--- src/fjd_pkg.sv ---
// Shared constants, types and codes for the Jacobi diagonal accumulator.
`default_nettype none

package fjd_pkg;

  localparam int NODE_COUNT_DEF = 4096;
  localparam int ACC_BITS_DEF   = 48;

  localparam int JAC_WORDS = 10;
  localparam int JAC_IDX_W = 4;
  localparam int AXES      = 3;
  localparam int FRAC      = 16;
  localparam int WORD_W    = 32;
  localparam int COEF_W    = 31;
  localparam int NODE_W    = 12;
  localparam int CFG_IDX_W = 2;

  // multiplier and accumulator widths
  localparam int MUL_W  = 33;
  localparam int PROD_W = 66;
  localparam int SUM_W  = 98;
  localparam int Q_W    = 47;
  localparam int QS_W   = 48;
  localparam int T1_W   = 62;
  localparam int QUAD_W = 63;

  // node modulo by reciprocal
  localparam int MOD_SHIFT = 24;
  localparam int MOD_W     = 40;

  typedef enum logic [1:0] {
    OP_LOAD  = 2'd0,
    OP_NODE  = 2'd1,
    OP_READ  = 2'd2,
    OP_CLEAR = 2'd3
  } opcode_t;

  localparam logic [CFG_IDX_W-1:0] CFG_C_NORMAL = 2'd0;
  localparam logic [CFG_IDX_W-1:0] CFG_C_SHEAR  = 2'd1;

  typedef logic signed [WORD_W-1:0] word_t;

  typedef struct packed {
    logic busy;
    logic done;
    logic sat;
  } calc_stat_t;

endpackage

`default_nettype wire

--- src/fjd_calc.sv ---
// Sequenced fixed-point arithmetic of one node contribution on a shared multiplier.
`default_nettype none

module fjd_calc #(
  parameter int ACC_BITS = fjd_pkg::ACC_BITS_DEF
) (
  input  wire logic                          clk,
  input  wire logic                          rst_n,
  input  wire logic                          start,
  input  wire logic [fjd_pkg::WORD_W-1:0]    grad_x,
  input  wire logic [fjd_pkg::WORD_W-1:0]    grad_y,
  input  wire logic [fjd_pkg::WORD_W-1:0]    grad_z,
  input  wire logic [fjd_pkg::WORD_W-1:0]    weight,
  input  var  fjd_pkg::word_t                jac [fjd_pkg::JAC_WORDS],
  input  wire logic [fjd_pkg::COEF_W-1:0]    c_normal,
  input  wire logic [fjd_pkg::COEF_W-1:0]    c_shear,
  output logic signed [ACC_BITS-1:0]         contrib [fjd_pkg::AXES],
  output fjd_pkg::calc_stat_t                stat
);

  localparam int SUM_W  = fjd_pkg::SUM_W;
  localparam int FRAC   = fjd_pkg::FRAC;
  localparam int WORD_W = fjd_pkg::WORD_W;
  localparam int MUL_W  = fjd_pkg::MUL_W;
  localparam int Q_W    = fjd_pkg::Q_W;
  localparam int QS_W   = fjd_pkg::QS_W;
  localparam int T1_W   = fjd_pkg::T1_W;
  localparam int QUAD_W = fjd_pkg::QUAD_W;
  localparam int M_W    = SUM_W - FRAC;
  localparam logic [M_W-1:0] AMAX_EXT = {{(M_W-ACC_BITS+1){1'b0}}, {(ACC_BITS-1){1'b1}}};
  localparam logic [ACC_BITS-1:0] AMAX = {1'b0, {(ACC_BITS-1){1'b1}}};

  typedef enum logic [4:0] {
    PH_IDLE = 5'b00001,
    PH_G    = 5'b00010,
    PH_W    = 5'b00100,
    PH_Q    = 5'b01000,
    PH_AX   = 5'b10000
  } ph_t;

  ph_t                        ph_r;
  logic                       half_r;   // 0: multiply, 1: accumulate
  logic [1:0]                 a_r;
  logic [2:0]                 k_r;
  logic                       done_r;
  logic                       sat_r;

  fjd_pkg::word_t             s_r [fjd_pkg::AXES];
  fjd_pkg::word_t             wt_r;
  fjd_pkg::word_t             g_r [fjd_pkg::AXES];
  fjd_pkg::word_t             w_r;
  logic [Q_W-1:0]             q_r [fjd_pkg::AXES];
  logic [QS_W-1:0]            qsum_r;
  logic [T1_W-1:0]            t1_r;
  logic [QUAD_W-1:0]          quad_r;
  logic signed [fjd_pkg::PROD_W-1:0] p_r;
  logic signed [SUM_W-1:0]    acc_r;
  logic signed [ACC_BITS-1:0] contrib_r [fjd_pkg::AXES];

  logic signed [MUL_W-1:0]    a_op;
  logic signed [MUL_W-1:0]    b_op;
  logic                       sh32;
  logic                       clr;
  logic [fjd_pkg::JAC_IDX_W-1:0] jidx;
  logic [Q_W-1:0]             qa;
  logic [QS_W-1:0]            qo;
  logic [WORD_W-1:0]          wmag;
  logic [SUM_W-1:0]           addend;
  logic signed [SUM_W-1:0]    sum;
  logic signed [SUM_W-1:0]    sh_v;
  logic                       g_ovf;
  fjd_pkg::word_t             g_val;
  logic [M_W-1:0]             m;
  logic                       m_ovf;
  logic [ACC_BITS-1:0]        mag;

  // operand selection: J^T s, det*weight, squares, then per axis the
  // coefficient products and the scale by |w|, wide factors in two halves
  always_comb begin
    a_op = '0;
    b_op = '0;
    sh32 = 1'b0;
    clr  = 1'b0;
    jidx = fjd_pkg::JAC_IDX_W'({k_r[1:0], 1'b0}) + fjd_pkg::JAC_IDX_W'(k_r[1:0])
         + fjd_pkg::JAC_IDX_W'(a_r);
    qa   = q_r[a_r];
    qo   = qsum_r - QS_W'(qa);
    wmag = w_r[WORD_W-1] ? WORD_W'(-w_r) : WORD_W'(w_r);
    case (ph_r)
      PH_G: begin
        a_op = {jac[jidx][WORD_W-1], jac[jidx]};
        b_op = {s_r[k_r[1:0]][WORD_W-1], s_r[k_r[1:0]]};
        clr  = (k_r == 3'd0);
      end
      PH_W: begin
        a_op = {jac[fjd_pkg::JAC_WORDS-1][WORD_W-1], jac[fjd_pkg::JAC_WORDS-1]};
        b_op = {wt_r[WORD_W-1], wt_r};
        clr  = 1'b1;
      end
      PH_Q: begin
        a_op = {g_r[a_r][WORD_W-1], g_r[a_r]};
        b_op = {g_r[a_r][WORD_W-1], g_r[a_r]};
        clr  = 1'b1;
      end
      PH_AX: begin
        case (k_r)
          3'd0: begin
            a_op = {2'b00, c_normal};
            b_op = {1'b0, qa[WORD_W-1:0]};
            clr  = 1'b1;
          end
          3'd1: begin
            a_op = {2'b00, c_normal};
            b_op = {{(MUL_W-Q_W+WORD_W){1'b0}}, qa[Q_W-1:WORD_W]};
            sh32 = 1'b1;
          end
          3'd2: begin
            a_op = {2'b00, c_shear};
            b_op = {1'b0, qo[WORD_W-1:0]};
            clr  = 1'b1;
          end
          3'd3: begin
            a_op = {2'b00, c_shear};
            b_op = {{(MUL_W-QS_W+WORD_W){1'b0}}, qo[QS_W-1:WORD_W]};
            sh32 = 1'b1;
          end
          3'd4: begin
            a_op = {1'b0, quad_r[WORD_W-1:0]};
            b_op = {1'b0, wmag};
            clr  = 1'b1;
          end
          3'd5: begin
            a_op = {{(MUL_W-QUAD_W+WORD_W){1'b0}}, quad_r[QUAD_W-1:WORD_W]};
            b_op = {1'b0, wmag};
            sh32 = 1'b1;
          end
          default: ;
        endcase
      end
      default: ;
    endcase
  end

  always_comb begin
    addend = sh32 ? {p_r, {WORD_W{1'b0}}} : {{WORD_W{p_r[fjd_pkg::PROD_W-1]}}, p_r};
    sum    = (clr ? '0 : acc_r) + $signed(addend);
    sh_v   = sum >>> FRAC;
    g_ovf  = !((&sh_v[SUM_W-1:WORD_W-1]) || !(|sh_v[SUM_W-1:WORD_W-1]));
    if (!g_ovf) begin
      g_val = sh_v[WORD_W-1:0];
    end else if (sh_v[SUM_W-1]) begin
      g_val = {1'b1, {(WORD_W-1){1'b0}}};
    end else begin
      g_val = {1'b0, {(WORD_W-1){1'b1}}};
    end
    m     = sum[SUM_W-1:FRAC];
    m_ovf = (m > AMAX_EXT);
    mag   = m_ovf ? AMAX : m[ACC_BITS-1:0];
  end

  always_ff @(posedge clk) begin
    if (!rst_n) begin
      ph_r   <= PH_IDLE;
      half_r <= 1'b0;
      a_r    <= '0;
      k_r    <= '0;
      done_r <= 1'b0;
      sat_r  <= 1'b0;
    end else begin
      done_r <= 1'b0;
      if (ph_r == PH_IDLE) begin
        if (start) begin
          ph_r   <= PH_G;
          half_r <= 1'b0;
          a_r    <= '0;
          k_r    <= '0;
          sat_r  <= 1'b0;
        end
      end else begin
        half_r <= ~half_r;
        if (half_r) begin
          case (ph_r)
            PH_G: begin
              if (k_r == 3'd2) begin
                k_r   <= '0;
                sat_r <= sat_r | g_ovf;
                if (a_r == 2'd2) begin
                  a_r  <= '0;
                  ph_r <= PH_W;
                end else begin
                  a_r <= a_r + 2'd1;
                end
              end else begin
                k_r <= k_r + 3'd1;
              end
            end
            PH_W: begin
              sat_r <= sat_r | g_ovf;
              ph_r  <= PH_Q;
            end
            PH_Q: begin
              if (a_r == 2'd2) begin
                a_r  <= '0;
                k_r  <= '0;
                ph_r <= PH_AX;
              end else begin
                a_r <= a_r + 2'd1;
              end
            end
            PH_AX: begin
              if (k_r == 3'd5) begin
                k_r   <= '0;
                sat_r <= sat_r | m_ovf;
                if (a_r == 2'd2) begin
                  a_r    <= '0;
                  ph_r   <= PH_IDLE;
                  done_r <= 1'b1;
                end else begin
                  a_r <= a_r + 2'd1;
                end
              end else begin
                k_r <= k_r + 3'd1;
              end
            end
            default: ph_r <= PH_IDLE;
          endcase
        end
      end
    end
  end

  always_ff @(posedge clk) begin
    if (ph_r == PH_IDLE && start) begin
      s_r[0] <= grad_x;
      s_r[1] <= grad_y;
      s_r[2] <= grad_z;
      wt_r   <= weight;
    end
    if (ph_r != PH_IDLE && !half_r) begin
      p_r <= a_op * b_op;
    end
    if (ph_r != PH_IDLE && half_r) begin
      acc_r <= sum;
      case (ph_r)
        PH_G: begin
          if (k_r == 3'd2) begin
            g_r[a_r] <= g_val;
          end
        end
        PH_W: w_r <= g_val;
        PH_Q: begin
          q_r[a_r] <= sum[FRAC +: Q_W];
          qsum_r   <= ((a_r == 2'd0) ? '0 : qsum_r) + QS_W'(sum[FRAC +: Q_W]);
        end
        PH_AX: begin
          case (k_r)
            3'd1: t1_r <= sum[FRAC +: T1_W];
            3'd3: quad_r <= QUAD_W'(t1_r) + sum[FRAC +: QUAD_W];
            3'd5: contrib_r[a_r] <= w_r[WORD_W-1] ? $signed(-mag) : $signed(mag);
            default: ;
          endcase
        end
        default: ;
      endcase
    end
  end

  assign contrib = contrib_r;
  assign stat    = '{busy: (ph_r != PH_IDLE), done: done_r, sat: sat_r};

endmodule

`default_nettype wire

--- config.mk ---
export PLATFORM = sky130hd
export DESIGN_NAME = fjd_calc
export DESIGN_NICKNAME = d
export VERILOG_FILES = /design/src/fjd_pkg.sv /design/src/fjd_calc.sv
export SDC_FILE = /design/constraint.sdc
export NUM_CORES = 2
export LEC_CHECK = 0
export ABC_AREA = 0
export BUFFER_PORTS_ARGS = -buffer_cell sky130_fd_sc_hd__buf_2
export CORE_ASPECT_RATIO = 0.6
export CORE_MARGIN = 2
export CORE_UTILIZATION = 62
export CTS_BUF_LIST = sky130_fd_sc_hd__clkbuf_4 sky130_fd_sc_hd__clkbuf_8
export DETAILED_ROUTE_END_ITERATION = 6
export GPL_TIMING_DRIVEN = 1
export PLACE_DENSITY = 0.82
export SKIP_LAST_GASP = 1
export SLEW_MARGIN = 20
export SYNTH_ARGS = -nofsm -noshare
export SYNTH_HDL_FRONTEND = slang
export SYNTH_SLANG_ARGS = --single-unit
--- constraint.sdc ---
create_clock -name clk -period 18.7 [get_ports clk]
set_input_delay 3.74 -clock clk [delete_from_list [all_inputs] [get_ports clk]]
set_output_delay 3.74 -clock clk [all_outputs]
set_load 0.02 [all_outputs]
Yosys cells after proc, flatten, opt, wreduce, memory -nomap -nowiden --
Memories as Yosys holds them, arrays and structs flattened. A register that Yosys moved wholly into a read port is not among the register bits. Index checks and enable logic that the tools add are counted. W data, S select, Z words.
Word-level totals: output and inout bits 147, bits of input ports 513, memories kept 3, bits in writable memories 333, bits in registers 558, logic and storage cells 159
Memory list:
- q_r | words 3, width 47, rd ports 1, clocked after Yosys merged registers in 1, wr ports 1, RTL line fjd_calc.sv:52 | logic [Q_W-1:0] q_r [fjd_pkg::AXES];
- g_r | words 3, width 32, rd ports 1, clocked after Yosys merged registers in 1, wr ports 1, RTL line fjd_calc.sv:50 | fjd_pkg::word_t g_r [fjd_pkg::AXES];
- s_r | words 3, width 32, rd ports 1, clocked after Yosys merged registers in 1, wr ports 3, RTL line fjd_calc.sv:48 | fjd_pkg::word_t s_r [fjd_pkg::AXES];
Operators by class: $lt $le $gt $ge 4, equal/unequal tests 18, mux-type cells 68, $mul 1, add/sub/neg operators 10, bitwise logic cells 8, reduce and logical (&&, ||, !) cells 31
Operators by type and width (number):
- $pmux W33 S4 | 2
- $mux W48 | 4
- $mux W32 | 5
- $pmux W32 S5 | 1
- $bwmux W144 | 1
- $bmux W32 S4 | 1
- $pmux W32 S4 | 1
- $add A98 B98 Y98 | 1
- $mux W98 | 1
- $mux W97 | 1
- $demux W48 S2 | 1
- $gt A82 B47 Y1 const B | 1
- $mul A33 B33 Y66 | 1
- $add A62 B63 Y63 | 1
- $reduce_and A51 Y1 | 1
- $reduce_or A51 Y1 | 1
- $add A48 B47 Y48 | 1
- $neg A48 Y48 | 1
- $sub A48 B47 Y48 | 1
- $mux W5 | 8
- $neg A32 Y32 | 1
- $mux W2 | 12
- $pmux W5 S4 | 1
- $mux W1 | 19
- other kinds (42) | 72

Longest topological paths before layout --
depth in word-level cells 15, gate-level depth with buffers 55, gate-level depth less buffers 49

Least setup slack after synthesis --
OpenSTA, ideal clock, no wires.
path type reg2reg, start reg with a tool-made name, end reg p_r[64] in the netlist's numbering (data pin), cell stages (with the launch flop) 53, clock period less this slack 13.832 ns, path slack 4.868 ns, buffers on the path 6, data arrival time 13.575 ns, library setup time 0.258 ns, required time 18.442 ns, cells stage by stage dfxtp_1 > clkbuf_1 > clkbuf_1 > clkbuf_1 > buf_1 > clkbuf_1 > mux2i_1 > nor2_1 > a21oi_1 > ha_1 > o21a_1 > o21ai_0 > a221oi_1 > o21ai_0 > a21boi_0 > a221o_1 > a41o_1 > a211oi_1 > [... 17 more ...] > fa_1 > inv_1 > ha_1 > inv_1 > nor2_1 > nand3_1 > a211o_1 > a211o_1 > a22oi_1 > a21oi_1 > o2111ai_1 > o211ai_1 > o311ai_0 > a31oi_1 > a2111oi_0 > o21a_1 > nor2_1 > xnor2_1
RTL lines:
- end signal, assigned | RTL line fjd_calc.sv:240 | p_r <= a_op * b_op;
- end, declared | RTL line fjd_calc.sv:56 | logic signed [fjd_pkg::PROD_W-1:0] p_r;

==> key figures <==
Status
  • Run status: complete, but fails checks
  • Violated checks: design-rule violations

Placement
  • DP Area: 98100 sq um
  • Dpl ws: 3610 ps
  • I/O Buffers: 659
  • GPL Wtd Cong: 1.14
  • Hpwl dp: 309 mm
  • DP Cell Count: 11600

Die
  • FP Rows: 109
  • Die W: 501 um
  • Initial core utilization: 0.624
  • Die ar.: 151000 sq um
  • Core Region: 147000 sq um
  • Die H: 302 um
  • Num ports: 660

Global route
  • Number of global-route vias before repair: 76700
  • GRT Total Usage: 0.513
  • Initial antenna violation count: 76
  • GR Overflow Total: 0
  • Largest net degree at the start of global routing: 98
  • First-pass GRT wire length: 546 mm

Synthesis
  • Syn Nets: 11400
  • Netlist Area Pre-Place: 91900 sq um
  • Cells after synthesis: 9258
  • Seq/Total Area, Yosys: 0.291
  • EDFF count, synth: 878
  • Synth cell types: 96
  • Ys async rst share: 0
  • Synth Register Bits: 895
  • Mean Syn Cell Area: 9.93 sq um
  • Synth Warn #: 0
  • Post-synth top flop: edfxtp_1

Layout
  • Area Overhead vs Synth: 10.1%
  • Commonest non-fill, non-tap cell in the layout: inv_1
  • Post-layout util: 0.688
  • Post-Layout Cell Count: 12000
  • NumNets Final: 12000
  • Post-Layout Inst Area: 101000 sq um
  • Most frequent cells in the layout: 1264 x inv_1, 1150 x fa_1, 971 x nor2_1, 878 x edfxtp_1, 866 x nand2_1
  • Share of cells above drive strength 1: 0.139

Setup path
  • Cell with the biggest individual delay on the critical path: dfxtp_4
  • Crit-path most repeated cell: fa_1
  • Critical path peak fanout: 30
  • Arrival time worst endpoint: 16340 ps
  • Critical Path RT: 19320 ps
  • Critical path type: flip-flop to flip-flop
  • CP Launch Type: flip-flop
  • CP endpoint kind: flip-flop
  • Max incr delay on CP: 690 ps

Timing
  • Tmin final: 15720 ps
  • Clk_skew: 95.4 ps
  • Fin crit share: 0.841
  • Max transition margin: 0.0609
  • Actual slew at the worst max-slew pin: 1410 ps
  • Setup TNS: 0 ps
  • Final setup fails: 0
  • Max frequency: 63.6 MHz
  • RSZ-0062 raised after global routing: no
  • Hold slack: 572 ps
  • Final slew viol count: 0
  • Final Hold Vio Count: 0
  • Slack of the critical path: 2980 ps

Routing
  • Final wirelength: 389 mm
  • Starting DRC count in detailed routing: 13100
  • DRT Pass-1 Iters: 7
  • Routed WL per cell: 32.5 um
  • Antenna-violating nets left: 0
  • Vias: 79800
  • DR vias/cell: 6.68
  • DRC: 52

Power and ir drop
  • P per Cell Area: 90.7 nW/um^2
  • Final Power: 9.18 mW
  • Leak Pwr: 44.4 nW
  • VDD IR max: 0.0000958 V

Clocking
  • Setup bufs post-CTS: 0
  • CTS root buf: clkbuf_8
  • Clk slew on worst S/H paths: 70 ps
  • Clock Latency Late Sink: 950 ps
  • Clk buf depth: 3
  • H-tree depth: 4
  • CTS tree: yes
  • PostCTS Resize Cnt: 0
  • CTS buffer count: 141
  • CTS Hold Bufs: 0
  • CTS Sinks: 895

Min path
  • HP Class: flip-flop to flip-flop

Job
  • Max_cap viols: 0
## cells by family (layout without fill, tap and decap cells)
| kind of cell | Yosys count | in the layout | synth area share |
|---|---|---|---|
| xor+xnor | 312 | 312 | 0.0297 |
| buf+inv | 1726 | 2413 | 0.0713 |
| flops | 895 | 895 | 0.291 |
| simple gates | 2709 | 2709 | 0.134 |
| fa+ha+maj | 1626 | 1626 | 0.315 |
| compound gates | 1680 | 1680 | 0.116 |
| mux | 310 | 310 | 0.0430 |
| other cells | 0 | 69 | 0 |
## Yosys cell counts, types with 18 or more instances
| master | instances | area, sq um |
|---|---|---|
| o22ai_1 | 57 | 357 |
| and2_1 | 237 | 1480 |
| and3_1 | 37 | 231 |
| xor2_1 | 101 | 885 |
| nand2_1 | 866 | 3250 |
| ha_1 | 475 | 5940 |
| a21oi_1 | 596 | 2980 |
| mux2i_1 | 210 | 2100 |
| nor3_1 | 122 | 611 |
| a31oi_1 | 30 | 188 |
| o21a_1 | 49 | 368 |
| clkbuf_1 | 393 | 1480 |
| mux4_2 | 64 | 1440 |
| o2111ai_1 | 18 | 158 |
| nor2b_1 | 42 | 263 |
| buf_1 | 43 | 161 |
| o31ai_1 | 28 | 210 |
| nand2b_1 | 95 | 594 |
| xnor2_1 | 211 | 1850 |
| or2_2 | 47 | 294 |
| a311oi_1 | 32 | 280 |
| mux2_2 | 36 | 405 |
| a211oi_1 | 62 | 465 |
| a221oi_1 | 29 | 254 |
| fa_1 | 1151 | 23000 |
| nor4_1 | 20 | 125 |
| inv_1 | 1266 | 4750 |
| nand3_1 | 70 | 350 |
| edfxtp_1 | 878 | 26400 |
| a21o_1 | 234 | 1760 |
| o211ai_1 | 27 | 203 |
| nand4_1 | 71 | 444 |
| o21bai_1 | 60 | 450 |
| nor2_1 | 983 | 3690 |
| or3_1 | 48 | 300 |
| o21ai_0 | 284 | 1420 |
## final timing paths
path	slack, ps	cells past startpoint	to	start
max	2980	43	p_r[64]	flip-flop
min	570	2	flip-flop	a_r[1]
max reg2reg	2980	43	p_r[64]	flip-flop
min reg2reg	570	2	flip-flop	a_r[1]
## critical path: cells and delay by family (launching register included)
| family | cells | cell delay (ps) |
|---|---|---|
| XOR/XNOR | 1 | 120 |
| flip-flops | 1 | 690 |
| multiplexers | 2 | 700 |
| adder cells (fa/ha/maj) | 10 | 4590 |
| AND/OR/NAND/NOR | 6 | 1380 |
| buffers and inverters | 2 | 630 |
| AO/OA/AOI/OAI | 22 | 7240 |
## where the power goes
| group | switching [mW] | leakage (nW) | internal [mW] |
|---|---|---|---|
| Clock | 0.913 | 1.51 | 0.891 |
| Combinational | 3.19 | 34.7 | 1.41 |
| Sequential | 0.0963 | 8.17 | 2.68 |
| Total | 4.20 | 44.4 | 4.98 |
## metal layers
metal / part of all wire / global-route usage
met4: 0.065 / 0.276
met2: 0.36 / 0.621
met5: 0.0028 / 0.0303
met3: 0.21 / 0.336
met1: 0.36 / 0.680
## cell type report
| class | instances | area [sq um] |
|---|---|---|
| inverter | 1269 | 4770 |
| clock buffer | 186 | 2280 |
| tap | 1942 | 2430 |
| antenna | 69 | 173 |
| multi-input combinational | 6637 | 59100 |
| sequential | 895 | 26700 |
| timing repair buffer | 895 | 5070 |
| clock inverter | 63 | 602 |
| fill | 11200 | 46000 |
## registers in the layout (all words and copies together) (netlist names), named ones only
signal,cells
a_r,2
s_r,96
g_r,96
p_r,66
done_r,1
quad_r,63
t1_r,62
half_r,1
wt_r,32
sat_r,1
w_r,32
k_r,3
contrib,144
acc_r,98
ph_r,5
qsum_r,48
q_r,141
No activity file was read; power rests on OpenSTA's default activity.
